===== src/rtl/core/rgbhsv_pkg.sv =====
// Shared types, constants and the restoring-division step for the RGB to HSV pipeline.
// Used by rgb_to_hsv_integer; depends on nothing else.
package rgbhsv_pkg;

  // Number of register stages from input capture to output register
  localparam int unsigned NUM_STAGES = 9;
  // Division stages, two quotient bits each
  localparam int unsigned DIV_STAGES = 4;

  // Hue sector offsets (twice the sector index times 256)
  localparam logic [10:0] OFS_GREEN = 11'd512;
  localparam logic [10:0] OFS_BLUE  = 11'd1024;

  // Division by 6 as multiply by 683 and shift by 12; exact for values up to 1279
  localparam logic [9:0] RECIP6      = 10'd683;
  localparam int unsigned RECIP_SHIFT = 12;

  // Which channel holds the maximum
  typedef enum logic [1:0] {
    SEC_RED,
    SEC_GREEN,
    SEC_BLUE
  } sector_t;

  // After max/min search
  typedef struct packed {
    logic [7:0] hi;
    logic [7:0] d;
    sector_t    sector;
    logic       dneg;
    logic [7:0] dmag;
  } front_t;

  // Both dividers side by side: rem1/q1 for saturation, rem2/q2 for hue
  typedef struct packed {
    logic [15:0] rem1;
    logic [15:0] rem2;
    logic [7:0]  q1;
    logic [7:0]  q2;
    logic [7:0]  hi;
    logic [7:0]  d;
    sector_t     sector;
    logic        dneg;
    logic        grey;
  } div_t;

  // Signed hue before the divide by 6, as sign and magnitude
  typedef struct packed {
    logic [10:0] hmag;
    logic        hneg;
    logic        grey;
    logic [7:0]  sat;
    logic [7:0]  hi;
  } hue_t;

  // Reciprocal product
  typedef struct packed {
    logic [19:0] prod;
    logic        hneg;
    logic        grey;
    logic [7:0]  sat;
    logic [7:0]  hi;
  } prod_t;

  // One restoring step: returns {quotient bit, new remainder}
  function automatic logic [16:0] div_step(input logic [15:0] rem, input logic [7:0] dvs,
                                           input logic [2:0] sh);
    logic [15:0] trial;
    trial = {8'd0, dvs} << sh;
    if (rem >= trial) begin
      return {1'b1, rem - trial};
    end
    return {1'b0, rem};
  endfunction

endpackage


===== src/rtl/core/rgb_to_hsv_integer.sv =====
// RGB to HSV conversion of 8-bit pixels, fully pipelined, integer arithmetic.
// Depends on rgbhsv_pkg (types, constants, division step).
//
//  channel | ports            | tdata fields, low bit up
//  --------+------------------+-----------------------------------------------
//  input   | in_tvalid/tready | red[7:0] green[15:8] blue[23:16]
//  result  | out_tvalid/tready| hue[7:0] saturation[15:8] brightness[23:16]
//
// One item per cycle sustained while out_tready stays high; nine register stages lie
// between the edge that accepts an item and out_tvalid.
// The two dividers (saturation and hue) run as 4 stages of 2 quotient bits each;
// the divide by 6 is a reciprocal multiply with its own register stage.
// rst_n (synchronous) clears the stage valid bits only.
// Each stage advances when the stage after it can take its item, so bubbles
// close up and a stall on out_tready holds each item that has no empty stage ahead of it.
module rgb_to_hsv_integer (
  input  logic        clk,
  input  logic        rst_n,
  input  logic        in_tvalid,
  output logic        in_tready,
  input  logic [23:0] in_tdata,   // red[7:0], green[15:8], blue[23:16]
  output logic        out_tvalid,
  input  logic        out_tready,
  output logic [23:0] out_tdata   // hue[7:0], saturation[15:8], brightness[23:16]
);

  localparam int unsigned NST = rgbhsv_pkg::NUM_STAGES;
  localparam int unsigned NDV = rgbhsv_pkg::DIV_STAGES;

  logic [NST-1:0] vld_r;
  logic [NST-1:0] rdy;

  rgbhsv_pkg::front_t front_r, front_nxt;
  rgbhsv_pkg::div_t   ds_r [NDV+1];
  rgbhsv_pkg::div_t   ds0_nxt;
  rgbhsv_pkg::hue_t   hue_r, hue_nxt;
  rgbhsv_pkg::prod_t  prod_r, prod_nxt;
  logic [7:0]         out_hue_r, out_sat_r, out_bri_r;
  logic [7:0]         out_hue_nxt;

  // Ready chain: a stage can load when empty or when its successor loads
  always_comb begin
    rdy[NST-1] = out_tready || !vld_r[NST-1];
    for (int i = NST - 2; i >= 0; i--) begin
      rdy[i] = rdy[i+1] || !vld_r[i];
    end
  end

  assign in_tready = rdy[0];

  // Stage valid bits
  always_ff @(posedge clk) begin
    if (!rst_n) begin
      vld_r <= '0;
    end else begin
      if (rdy[0]) begin
        vld_r[0] <= in_tvalid;
      end
      for (int i = 1; i < NST; i++) begin
        if (rdy[i]) begin
          vld_r[i] <= vld_r[i-1];
        end
      end
    end
  end

  // Stage 0: max, min, sector and signed channel difference
  always_comb begin
    logic [7:0]        r, g, b, hi, lo;
    logic signed [8:0] diff;
    r = in_tdata[7:0];
    g = in_tdata[15:8];
    b = in_tdata[23:16];
    hi = r;
    lo = r;
    if (g > hi) hi = g;
    if (b > hi) hi = b;
    if (g < lo) lo = g;
    if (b < lo) lo = b;
    priority if (r == hi) begin
      front_nxt.sector = rgbhsv_pkg::SEC_RED;
      diff = $signed({1'b0, g}) - $signed({1'b0, b});
    end else if (g == hi) begin
      front_nxt.sector = rgbhsv_pkg::SEC_GREEN;
      diff = $signed({1'b0, b}) - $signed({1'b0, r});
    end else begin
      front_nxt.sector = rgbhsv_pkg::SEC_BLUE;
      diff = $signed({1'b0, r}) - $signed({1'b0, g});
    end
    front_nxt.hi   = hi;
    front_nxt.d    = hi - lo;
    front_nxt.dneg = diff[8];
    front_nxt.dmag = diff[8] ? 8'(~diff + 9'sd1) : diff[7:0];
  end

  always_ff @(posedge clk) begin
    if (rdy[0]) begin
      front_r <= front_nxt;
    end
  end

  // Stage 1: numerators 255*d and 255*|diff|
  always_comb begin
    ds0_nxt.rem1   = {front_r.d, 8'd0} - {8'd0, front_r.d};
    ds0_nxt.rem2   = {front_r.dmag, 8'd0} - {8'd0, front_r.dmag};
    ds0_nxt.q1     = '0;
    ds0_nxt.q2     = '0;
    ds0_nxt.hi     = front_r.hi;
    ds0_nxt.d      = front_r.d;
    ds0_nxt.sector = front_r.sector;
    ds0_nxt.dneg   = front_r.dneg;
    ds0_nxt.grey   = (front_r.d == 8'd0);
  end

  always_ff @(posedge clk) begin
    if (rdy[1]) begin
      ds_r[0] <= ds0_nxt;
    end
  end

  // Stages 2..5: restoring division, two quotient bits per stage, MSB first
  for (genvar k = 0; k < NDV; k++) begin : g_div
    localparam logic [2:0] SH_HI = 3'(2 * (NDV - k) - 1);
    localparam logic [2:0] SH_LO = 3'(2 * (NDV - k) - 2);
    rgbhsv_pkg::div_t ds_nxt;
    logic [16:0]      a1, b1, a2, b2;

    always_comb begin
      a1 = rgbhsv_pkg::div_step(ds_r[k].rem1, ds_r[k].hi, SH_HI);
      b1 = rgbhsv_pkg::div_step(a1[15:0], ds_r[k].hi, SH_LO);
      a2 = rgbhsv_pkg::div_step(ds_r[k].rem2, ds_r[k].d, SH_HI);
      b2 = rgbhsv_pkg::div_step(a2[15:0], ds_r[k].d, SH_LO);
      ds_nxt      = ds_r[k];
      ds_nxt.rem1 = b1[15:0];
      ds_nxt.rem2 = b2[15:0];
      ds_nxt.q1   = {ds_r[k].q1[5:0], a1[16], b1[16]};
      ds_nxt.q2   = {ds_r[k].q2[5:0], a2[16], b2[16]};
    end

    always_ff @(posedge clk) begin
      if (rdy[k+2]) begin
        ds_r[k+1] <= ds_nxt;
      end
    end
  end

  // Stage 6: add sector offset, saturation masked for grey
  always_comb begin
    logic [10:0] q2x;
    q2x = {3'd0, ds_r[NDV].q2};
    hue_nxt.hneg = 1'b0;
    unique case (ds_r[NDV].sector)
      rgbhsv_pkg::SEC_RED: begin
        hue_nxt.hmag = q2x;
        hue_nxt.hneg = ds_r[NDV].dneg;
      end
      rgbhsv_pkg::SEC_GREEN: begin
        hue_nxt.hmag = ds_r[NDV].dneg ? rgbhsv_pkg::OFS_GREEN - q2x
                                      : rgbhsv_pkg::OFS_GREEN + q2x;
      end
      rgbhsv_pkg::SEC_BLUE: begin
        hue_nxt.hmag = ds_r[NDV].dneg ? rgbhsv_pkg::OFS_BLUE - q2x
                                      : rgbhsv_pkg::OFS_BLUE + q2x;
      end
      default: begin
        hue_nxt.hmag = q2x;
      end
    endcase
    hue_nxt.grey = ds_r[NDV].grey;
    hue_nxt.sat  = ds_r[NDV].grey ? 8'd0 : ds_r[NDV].q1;
    hue_nxt.hi   = ds_r[NDV].hi;
  end

  always_ff @(posedge clk) begin
    if (rdy[NDV+2]) begin
      hue_r <= hue_nxt;
    end
  end

  // Stage 7: magnitude times reciprocal of 6
  always_comb begin
    logic [20:0] full;
    full = {10'd0, hue_r.hmag} * {11'd0, rgbhsv_pkg::RECIP6};
    prod_nxt.prod = full[19:0];
    prod_nxt.hneg = hue_r.hneg;
    prod_nxt.grey = hue_r.grey;
    prod_nxt.sat  = hue_r.sat;
    prod_nxt.hi   = hue_r.hi;
  end

  always_ff @(posedge clk) begin
    if (rdy[NDV+3]) begin
      prod_r <= prod_nxt;
    end
  end

  // Stage 8: quotient by 6, negative hue wraps by 256
  always_comb begin
    logic [7:0] qm;
    qm = prod_r.prod[rgbhsv_pkg::RECIP_SHIFT +: 8];
    if (prod_r.grey) begin
      out_hue_nxt = 8'd0;
    end else if (prod_r.hneg) begin
      out_hue_nxt = ~qm + 8'd1;
    end else begin
      out_hue_nxt = qm;
    end
  end

  always_ff @(posedge clk) begin
    if (rdy[NST-1]) begin
      out_hue_r <= out_hue_nxt;
      out_sat_r <= prod_r.sat;
      out_bri_r <= prod_r.hi;
    end
  end

  assign out_tvalid = vld_r[NST-1];
  assign out_tdata  = {out_bri_r, out_sat_r, out_hue_r};

  // Grey or black pixels carry hue 0
  a_grey_hue: assert property (@(posedge clk) disable iff (!rst_n)
    out_tvalid && out_tdata[15:8] == 8'd0 |-> out_tdata[7:0] == 8'd0)
    else $error("nonzero hue with zero saturation");

  // Black pixel has zero saturation
  a_black_sat: assert property (@(posedge clk) disable iff (!rst_n)
    out_tvalid && out_tdata[23:16] == 8'd0 |-> out_tdata[15:8] == 8'd0)
    else $error("nonzero saturation for black pixel");

  // Input only stalls when every stage holds an item
  a_full_stall: assert property (@(posedge clk) disable iff (!rst_n)
    !in_tready |-> &vld_r)
    else $error("input stalled with a bubble in the pipeline");

  // Final remainders lie below their divisors where the divisor is nonzero
  a_div_rem: assert property (@(posedge clk) disable iff (!rst_n)
    vld_r[NDV+1] |-> (ds_r[NDV].rem1 < {8'd0, ds_r[NDV].hi} || ds_r[NDV].hi == 8'd0) &&
                     (ds_r[NDV].rem2 < {8'd0, ds_r[NDV].d} || ds_r[NDV].d == 8'd0))
    else $error("division remainder out of range");

endmodule

===== config.mk =====
export PLATFORM = sky130hd
export DESIGN_NAME = rgb_to_hsv_integer
export DESIGN_NICKNAME = d
export VERILOG_FILES = /design/src/rtl/core/rgbhsv_pkg.sv /design/src/rtl/core/rgb_to_hsv_integer.sv
export SDC_FILE = /design/constraint.sdc
export NUM_CORES = 1
export LEC_CHECK = 0
export BUFFER_PORTS_ARGS = -buffer_cell sky130_fd_sc_hd__buf_2
export CORE_MARGIN = 5
export CORE_UTILIZATION = 40
export DETAILED_ROUTE_END_ITERATION = 10
export PLACE_DENSITY = 0.64
export SKIP_LAST_GASP = 1
export SYNTH_ARGS = -nofsm -noshare
export SYNTH_HDL_FRONTEND = slang
export SYNTH_SLANG_ARGS = --single-unit

===== constraint.sdc =====
create_clock -name clk -period 7 [get_ports clk]
set_input_delay 0.7 -clock clk [delete_from_list [all_inputs] [get_ports clk]]
set_output_delay 0.7 -clock clk [all_outputs]
set_load 0.05 [all_outputs]

After elaboration in Yosys (flattened, before gate mapping)
Memory sizes are Yosys's and may differ from the RTL's.
Index checks and enable logic that the tools add are counted.
{ "op_classes": {"add_sub_neg": 28, "n_lt_le_gt_ge": 20, "n_div": 0, "bitwise_logic": 2, "n_eq_ne": 4, "n_reduce_logical": 20, "mux": 70, "mul": 1, "shifts": 0} }
{ "op_table": {"columns": ["op", "count"], "rows": [
  ["17-bit two-way mux", 32],
  ["16-bit by 8-bit subtractor with 16-bit output", 4],
  ["8-bit two-way mux", 6],
  ["16-bit by 10-bit >= comparator with 1-bit output", 2],
  ["16-bit by 11-bit >= comparator with 1-bit output", 2],
  ["16-bit by 12-bit >= comparator with 1-bit output", 2],
  ["16-bit by 13-bit >= comparator with 1-bit output", 2],
  ["16-bit by 14-bit >= comparator with 1-bit output", 2],
  ["16-bit by 15-bit >= comparator with 1-bit output", 2],
  ["16-bit by 8-bit >= comparator with 1-bit output", 2],
  ["16-bit by 9-bit >= comparator with 1-bit output", 2],
  ["16-bit by 10-bit subtractor with 16-bit output", 2],
  ["16-bit by 11-bit subtractor with 16-bit output", 2],
  ["16-bit by 12-bit subtractor with 16-bit output", 2],
  ["16-bit by 13-bit subtractor with 16-bit output", 2],
  ["16-bit by 14-bit subtractor with 16-bit output", 2],
  ["16-bit by 15-bit subtractor with 16-bit output", 2],
  ["16-bit by 9-bit subtractor with 16-bit output", 2],
  ["8-bit by 8-bit subtractor with 9-bit output", 3],
  ["1-bit two-way mux", 26],
  ["11-bit two-way mux", 2],
  ["11-bit one-hot mux with 2 select lines", 1],
  ["11-bit by 10-bit multiplier with 20-bit output (second input constant)", 1],
  ["9-bit two-way mux", 2],
  ["other kinds (18)", 38]
]} }
{ "word_totals": {"mem_bits_ro": 0, "elab_cells": 173, "memories": 1, "latchBits": 0, "reg_bits": 127, "mem_bits_rw": 340, "out_inout_bits": 26} }
{ "mem_list": {"columns": ["memory", "words", "width", "read_ports", "rd_ports_with_merged_regs", "write_ports", "line_no", "source"], "rows": [
  ["ds_r", 5, 68, 5, 0, 5, "rgb_to_hsv_integer.sv:34", "rgbhsv_pkg::div_t ds_r [NDV+1];"]
]} }

Longest topological paths before layout
Gate-level depths: netlist of the first run.
{ "depth": {"depth_word": 11, "depth_mapped": 30, "depth_no_buf": 28} }

Worst setup path after synthesis of the first run
Ideal clock, no wire load.
{ "synth_timing": {"path_type": "in2reg", "startpoint": "input port in_tdata[13]", "endpoint": "register front_r, in the netlist ds0_nxt[11], data pin", "n_path_buf": 1, "arrival_ns": 5.962, "stages": 28, "path_slack_ns": 0.778, "setup_ns": 0.260, "path_cell_list": "inv_1 ha_1 and3_1 a221o_1 o22ai_1 clkbuf_1 nor2_1 a21oi_1 ha_1 o21a_1 o21a_1 o21a_1 o21a_1 o21ai_0 a21oi_1 a211oi_2 mux2i_1 inv_1 ha_1 nor2b_1 o21ai_0 nand2b_1 a21o_1 a21o_1 a21o_1 a21oi_1 xnor2_1 xnor2_1"} }
{ "synth_rtl": {"columns": ["item", "line_no", "source"], "rows": [
  ["from (decl)", "rgb_to_hsv_integer.sv:21", "input logic [23:0] in_tdata,"],
  ["to (signal assigned)", "rgb_to_hsv_integer.sv:98", "front_r <= front_nxt;"],
  ["to (decl)", "rgb_to_hsv_integer.sv:33", "rgbhsv_pkg::front_t front_r, front_nxt;"]
]} }

==> results of run 1 <==
[metal layers]
layer,wire (um),track usage (%),part of all wire (%)
met5,0,0,0
met4,1440,4.71,3.1
met3,1680,2.42,3.6
met2,22900,26.2,49
met1,21100,18.6,45
[how the worst max path moves through the flow]
stage | from | end | slack [ns] | cells after the start
after detailed placement | in_tdata[13] | front_r[4]$_DFFE_PP_ | 0.32 | 24
after CTS | in_tdata[13] | front_r[4]$_DFFE_PP_ | 0.90 | 24
after global placement | in_tdata[15] | front_r[6]$_DFFE_PP_ | 0.37 | 24
final | in_tdata[13] | front_r[4]$_DFFE_PP_ | 0.81 | 24
after global routing | ds_r[0][73]$_DFFE_PP_ | ds_r[0][187]$_DFFE_PP_ | 0.41 | 27
after floorplan | in_tdata[13] | ds0_nxt[11]$_DFFE_PP_ | 0.78 | 28
[flip-flops by register name (all words and copies together), names as in the netlist]
| register | cells |
|---|---|
| ds_r | 256 |
| prod_r | 26 |
| hue_r | 29 |
| ds0_nxt | 19 |
| vld_r | 9 |
| front_r | 8 |
| out_hue_r | 8 |
| out_bri_r | 8 |
| out_sat_r | 8 |
[cell type report]
type	count	share of cell area [%]
Inverter	243	3.51
Sequential cell	371	42.5
Clock buffer	45	3.84
Tap cell	765	3.68
Timing Repair Buffer	65	1.37
Multi-Input combinational cell	1481	43.9
Clock inverter	24	1.16
[kinds of logic (layout without fill, tap and decap cells)]
logic type               Yosys count  in the layout
AND/OR/NAND/NOR                  544            544
AO/OA/AOI/OAI                    430            430
flip-flops                       371            371
adder cells (fa/ha/maj)          285            285
buffers and inverters            272            377
XOR/XNOR                         166            166
multiplexers                      56             56
[worst max-delay path: cells and delay by family]
kind	cells	cell delay [ns]
muxes	3	0.89
AOI/OAI and AO/OA	6	1.51
xor gates and xnor gates	2	0.35
adders and majority gates	3	0.88
buffers and inverters	3	0.46
and+or+nand+nor	7	1.70
[metrics by stage]
step	std cells	hold WS, ns	cell area, um^2
3_5_place_dp	2925	0.405	24700
2_1_floorplan	2124	0.400	23500
6_report	2994	0.398	26000
3_3_place_gp	2925	0.400	24700
5_1_grt	2994	0.377	26000
4_1_cts	2994	0.358	26000
[layout by cell type (no fill, tap or decap), types with 44 or more instances in the layout]
cell,count
a21o_1,63
buf_2,53
nor2b_1,57
nor2_1,152
inv_1,241
ha_1,242
nand2_1,104
a21oi_1,141
xnor2_1,121
o21ai_0,101
edfxtp_1,362
nand2b_1,48
xor2_1,44
==> PnR_summary.wiki, run 1 <==
{| class="wikitable"
! Metric !! Value
|-
| Pin count of the biggest net entering global routing || between 60 and 70
|-
| Insertion delay of the later-clocked pin in the worst-skew pair || between 0.5 and 0.6 ns
|-
| Register clock-pin slew on the reported worst setup and hold paths || around 0.060 ns
|-
| Synthesized-area fraction occupied by adder cells || 16.6%
|-
| Clock buffers created by TritonCTS || 39
|-
| GRT Resource Usage Total || between 10 and 15%
|-
| Post-detailed-routing wire length || approximately 47000 um
|-
| Gate Count Post-Synth || around 2.1k
|-
| Main synth FF type || edfxtp_1
|-
| Worst flop-to-flop path endpoint || ds_r[0][187]$_DFFE_PP_
|-
| Share of the synthesized area in compound gates (AO/OA/AOI/OAI) || a little under an eighth
|-
| Highest achievable clock rate || about 160 MHz
|-
| Post-synthesis cell area || ~23000 um^2
|-
| First-pass iteration count of the detailed router || 5
|-
| Synthesized Nets || approximately 2.4k
|-
| First-iteration detailed-routing DRC count || between 600 and 700
|-
| Die Y-Extent || roughly 250 um
|-
| Worst stage delay on the critical path || 0.51 ns
|-
| Data required time at the worst endpoint || between 7 and 8 ns
|-
| CTS root buffer || clkbuf_16
|-
| Cells on worst reg2reg path || 27
|-
| DIE WIDTH || between 200 and 300 um
|-
| Pre-CTS setup slack || between 0.3 and 0.4 ns
|-
| Startpoint kind of the worst setup timing path || input pin
|-
| Status || finished, final reports clean
|-
| Arrival time at the worst endpoint || around 6.5 ns
|-
| Leading post-synthesis cells by instance count || edfxtp_1, inv_1, ha_1
|-
| Detailed-route DRC error count || 0
|-
| Cell repeated most along the worst path || ha_1
|-
| Final slew viol count || 0
|-
| Max_slew headroom || about a fifth
|-
| Count of yosys warnings during synthesis || 0
|-
| Dominant combinational cell family by area after synthesis || adder cells
|-
| Tightest Hold Check Type || input pin to register
|-
| Number of diodes || 0
|-
| H-tree level count || 2
|-
| Maximum capacitance violations || 0
|-
| Ports || 54
|-
| Final setup margin || just over 0.8 ns
|-
| Period Utilization, post-route || 88.5%
|-
| Total congestion overflow || 0
|-
| Hold Fails Final Rpt || 0
|-
| Reg-to-reg slack, setup || 1.10 ns
|-
| Core Util, Final || 44.9%
|-
| Area of the multi-input gates || between 10000 and 15000 um^2
|-
| First-pass GRT wire length || about 78000 um
|-
| Die Outline Area || about 64000 um^2
|-
| Number of antenna violations at the first check in global routing || 0
|-
| Initial core utilization || between 40% and 50%
|-
| Number of placement rows || 88
|-
| Yosys reg bits || about 370
|-
| TNS Setup || 0 ns
|-
| Port Buffers || 53
|-
| Share of synthesized cell area in and, or, nand and nor gates || between 10% and 20%
|-
| DP HPWL || between 30000 and 40000 um
|-
| Layout cell share with drive strength beyond 1 || 7.81%
|-
| Sort of element at the end of the critical path || register
|-
| Most area-consuming cells after synthesis || edfxtp_1, ha_1, xnor2_1
|-
| Routed WL per cell || ~16 um
|-
| Startpoint of the lowest-slack hold path || in_tvalid
|-
| Layout filler cell count || between 5k and 6k
|-
| Final critical path time including I/O delays and setup || around 6.2 ns
|-
| Area grow syn2layout || 10.7%
|-
| Most frequent cell after synthesis || edfxtp_1
|-
| Setup repair after global routing missed its margin || no
|-
| Share of synthesized area spent on multiplexers || between 2 and 3%
|-
| Number of setup buffers added after CTS || 0
|-
| Worst-path cell with the longest stage delay || a31oi_4
|-
| Antenna-violating nets left || 0
|-
| Number of buffers between clock root and the deepest sink || 3
|-
| Worst Max-Slew Pin Slew || roughly 1.2 ns
|-
| Kind of critical path || input pin to register
|-
| Share of synthesized registers carrying an async set or reset || 0%
|-
| Post-CTS Hold Fix Bufs || 0
|-
| Sequential cell area fraction in the yosys report || roughly 47%
|-
| Area taken by flip-flops and latches || 11100 um^2
|-
| XOR/XNOR share of the synthesized area || 6.22%
|-
| Hold Crit Endpoint || vld_r[0]$_SDFFE_PN0P_
|-
| Gpl congestion || ~0.90
|-
| Worst reg2reg startpoint || ds_r[0][73]$_DFFE_PP_
|-
| Via count of the routed design || 15.3k
|-
| Mean post-synth cell area || roughly 11 um^2
|-
| Via count of the first global-routing pass || 15.7k
|-
| Share of Yosys cell area claimed by the top area cell type || ~46%
|-
| Number of vias per cell || just over 5
|-
| Cells along the critical path || buf_2 -> inv_1 -> ha_1 -> and3_1 -> a221o_1 -> nor2_1 -> buf_4 -> mux2i_1 -> ha_1 -> and4_1 -> and4_1 -> o221ai_1 -> o211ai_1 -> a31oi_4 -> mux2_2 -> xnor2_1 -> nand4b_2 -> nor2_2 -> mux2i_1 -> o21ai_0 -> ha_1 -> nand2_1 -> o21ai_1 -> xnor2_1
|-
| Clock Skew || ~0.015 ns
|-
| # setup viols final || 0
|-
| Largest area contributor in the netlist || edfxtp_1
|-
| Number of synthesized flops with an enable pin || roughly 360
|-
| Critical path fanouts, max || 15
|-
| Standard cell core area || roughly 58000 um^2
|-
| Netlist cell types || 68
|-
| TritonCTS clock tree || built
|-
| Number of instances on the worst hold path || 3
|-
| Number of nets in the layout || 2514
|-
| Clk sinks || between 300 and 400
|-
| Quantity of gates resized following cts || 0
|}
Power of run 1 is not shown: default switching activity piles up to over one toggle a cycle in this logic, so the estimate is an artifact.
==> run 2, diff against run 1 <==
MAX_ROUTING_LAYER = met4   (was default)
==> run 2 against run 1 <==
  * Register-to-register slack lost 0.10 ns
  * Flip-flop and latch count did not move
  * Via count is 0.43% higher
  * Utilization increased by 0.093 points
  * Final cell count is essentially flat
  * Maximum frequency is 2.4% higher
  * Hold slack worse by 0.012 ns
  * First-iteration DRC count grew 29%
  * Count of clock-buffer cells in the layout stayed put
==> PnR_summary.wiki, run 2 (synthesized netlist as in run 1, its figures left out) <==
{| class="wikitable"
! Metric !! Value
|-
| Period Utilization, post-route || 86.4% (-2.0 points)
|-
| Via count of the first global-routing pass || 15.6k (-0.35%)
|-
| Layout cell share with drive strength beyond 1 || 8.03% (+0.22 points)
|-
| First-iteration detailed-routing DRC count || 806 (+29%)
|-
| Total congestion overflow || 0 (unchanged)
|-
| Status || finished, final reports clean
|-
| Gpl congestion || 0.893 (-0.88%)
|-
| Number of flip-flops in the largest register || 256 (unchanged)
|-
| Critical path fanouts, max || 11 (-4)
|-
| Capture point of the critical path || front_r[7]$_DFFE_PP_
|-
| Number of vias per cell || 5.13 (+0.40%)
|-
| Final critical path time including I/O delays and setup || 6.05 ns (-0.143 ns)
|-
| Setup crit start || in_tdata[15]
|-
| Post-CTS Hold Fix Bufs || 0 (unchanged)
|-
| Setup repair after global routing missed its margin || no
|-
| Most used cells in the layout excluding fill and tap cells || edfxtp_1, ha_1, inv_1
|-
| Cells on worst reg2reg path || 27 (unchanged)
|-
| Reg-to-reg slack, setup || 1.00 ns (-0.10 ns)
|-
| Post-detailed-routing wire length || 47500 um (+0.93%)
|-
| Highest achievable clock rate || 165 MHz (+2.4%)
|-
| Worst flop-to-flop path endpoint || ds_r[0][187]$_DFFE_PP_
|-
| Kind of critical path || input pin to register
|-
| Area grow syn2layout || 10.9%
|-
| Pin count of the biggest net entering global routing || 64 (unchanged)
|-
| DIE WIDTH || 252 um (unchanged)
|-
| Number of buffers between clock root and the deepest sink || 3 (unchanged)
|-
| Sort of element at the end of the critical path || register
|-
| Max_slew headroom || 20.0% (-0.057 points)
|-
| Clock Skew || 0.0278 ns (+0.0128 ns)
|-
| Clock buffers created by TritonCTS || 40 (+2.6%)
|-
| Final slew viol count || 0 (unchanged)
|-
| Antenna-violating nets left || 0 (unchanged)
|-
| Ports || 54 (unchanged)
|-
| Startpoint kind of the worst setup timing path || input pin
|-
| DP HPWL || 37900 um (+0.76%)
|-
| TritonCTS clock tree || built
|-
| Regs by FF count || ds_r x256, hue_r x29, prod_r x26
|-
| Maximum capacitance violations || 0 (unchanged)
|-
| Standard cell core area || 57900 um^2 (unchanged)
|-
| Layout filler cell count || 5349 (+0.34%)
|-
| Worst Max-Slew Pin Slew || 1.20 ns (+0.000861 ns)
|-
| Clk sinks || 371 (unchanged)
|-
| Die Outline Area || 63700 um^2 (unchanged)
|-
| TNS Setup || 0 ns (unchanged)
|-
| # setup viols final || 0 (unchanged)
|-
| Insertion delay of the later-clocked pin in the worst-skew pair || 0.57 ns (+0.02 ns)
|-
| Number of setup buffers added after CTS || 0 (unchanged)
|-
| Arrival time at the worst endpoint || 6.35 ns (-0.13 ns)
|-
| CTS root buffer || clkbuf_16
|-
| Register clock-pin slew on the reported worst setup and hold paths || 0.06 ns (about the same)
|-
| Routed WL per cell || 15.9 um (+0.90%)
|-
| Number of diodes || 0 (unchanged)
|-
| Number of antenna violations at the first check in global routing || 0 (unchanged)
|-
| Worst reg2reg startpoint || ds_r[0][73]$_DFFE_PP_
|-
| Number of nets in the layout || 2515 (+0.040%)
|-
| Tightest Hold Check Type || input pin to register
|-
| Most frequent standard cell in the layout excluding fill and tap cells || edfxtp_1
|-
| Hold Fails Final Rpt || 0 (unchanged)
|-
| Die Y-Extent || 252 um (unchanged)
|-
| H-tree level count || 2 (unchanged)
|-
| Initial core utilization || 40.6% (unchanged)
|-
| Quantity of gates resized following cts || 0 (unchanged)
|-
| First-pass GRT wire length || 77800 um (about the same)
|-
| First-pass iteration count of the detailed router || 5 (unchanged)
|-
| Number of placement rows || 88 (unchanged)
|-
| Data required time at the worst endpoint || 7.30 ns (about the same)
|-
| Port Buffers || 53 (unchanged)
|-
| Register containing the most flip-flops in the final layout || ds_r
|-
| Via count of the routed design || 15.4k (+0.43%)
|-
| GRT Resource Usage Total || 15.3% (+0.48 points)
|-
| Post-route worst hold slack || 0.386 ns (-0.0123 ns)
|-
| Detailed-route DRC error count || 0 (unchanged)
|}
-- run 2: how the worst min path moves through the flow --
stage / end / cells after the start / slack (ns) / startpoint
2_1_floorplan: ds_r[0][12]$_DFFE_PP_ / 0 / 0.40 / ds0_nxt[12]$_DFFE_PP_
3_3_place_gp: ds_r[0][274]$_DFFE_PP_ / 0 / 0.40 / ds_r[0][206]$_DFFE_PP_
3_5_place_dp: ds_r[0][1]$_DFFE_PP_ / 0 / 0.40 / ds0_nxt[1]$_DFFE_PP_
4_1_cts: vld_r[0]$_SDFFE_PN0P_ / 3 / 0.34 / in_tvalid
5_1_grt: vld_r[0]$_SDFFE_PN0P_ / 3 / 0.36 / in_tvalid
6_report: vld_r[0]$_SDFFE_PN0P_ / 3 / 0.39 / in_tvalid
-- run 2: worst max-delay path, stage by stage --
cell and delay [ns]:
buf_2 0.12, inv_1 0.14, ha_1 0.32, and3_1 0.21
a221o_1 0.47, nor2_1 0.15, buf_4 0.20, mux2i_1 0.34
ha_1 0.31, and4_1 0.22, and4_1 0.20, o221ai_1 0.07
o211ai_1 0.16, a31oi_4 0.46, mux2_2 0.44, xnor2_1 0.31
nand4b_2 0.29, o21ai_0 0.29, a31oi_1 0.18, or3_1 0.43
o31ai_2 0.26, xnor2_1 0.08
-- run 2: layout make-up --
cell class	instances	area (um^2)	area share, %
multi-input combinational	1481	11400	43.8
sequential	371	11100	42.4
inverter	243	912	3.50
clock inverter	25	333	1.28
timing repair buffer	65	355	1.36
tap	765	957	3.67
clock buffer	45	1020	3.91
-- run 2: metrics by stage --
step,setup WS [ns],util [%],cells,area [um^2]
2_1_floorplan,0.778,-,2124,23500
3_3_place_gp,0.454,42.6,2925,24700
3_5_place_dp,0.433,42.6,2925,24700
4_1_cts,0.984,45.0,2995,26000
5_1_grt,0.394,45.0,2995,26000
6_report,0.949,45.0,2995,26000
-- run 2: routing by layer --
metal | wire (um) | global-route usage (%) | up-vias
met1 | 21200 | 18.7 | 7264
met3 | 1560 | 2.05 | 75
li1 | - | - | 7755
met5 | 0 | - | -
met2 | 23500 | 26.7 | 262
met4 | 1210 | 4.17 | 0
Power of run 2 is left out for the same reason.
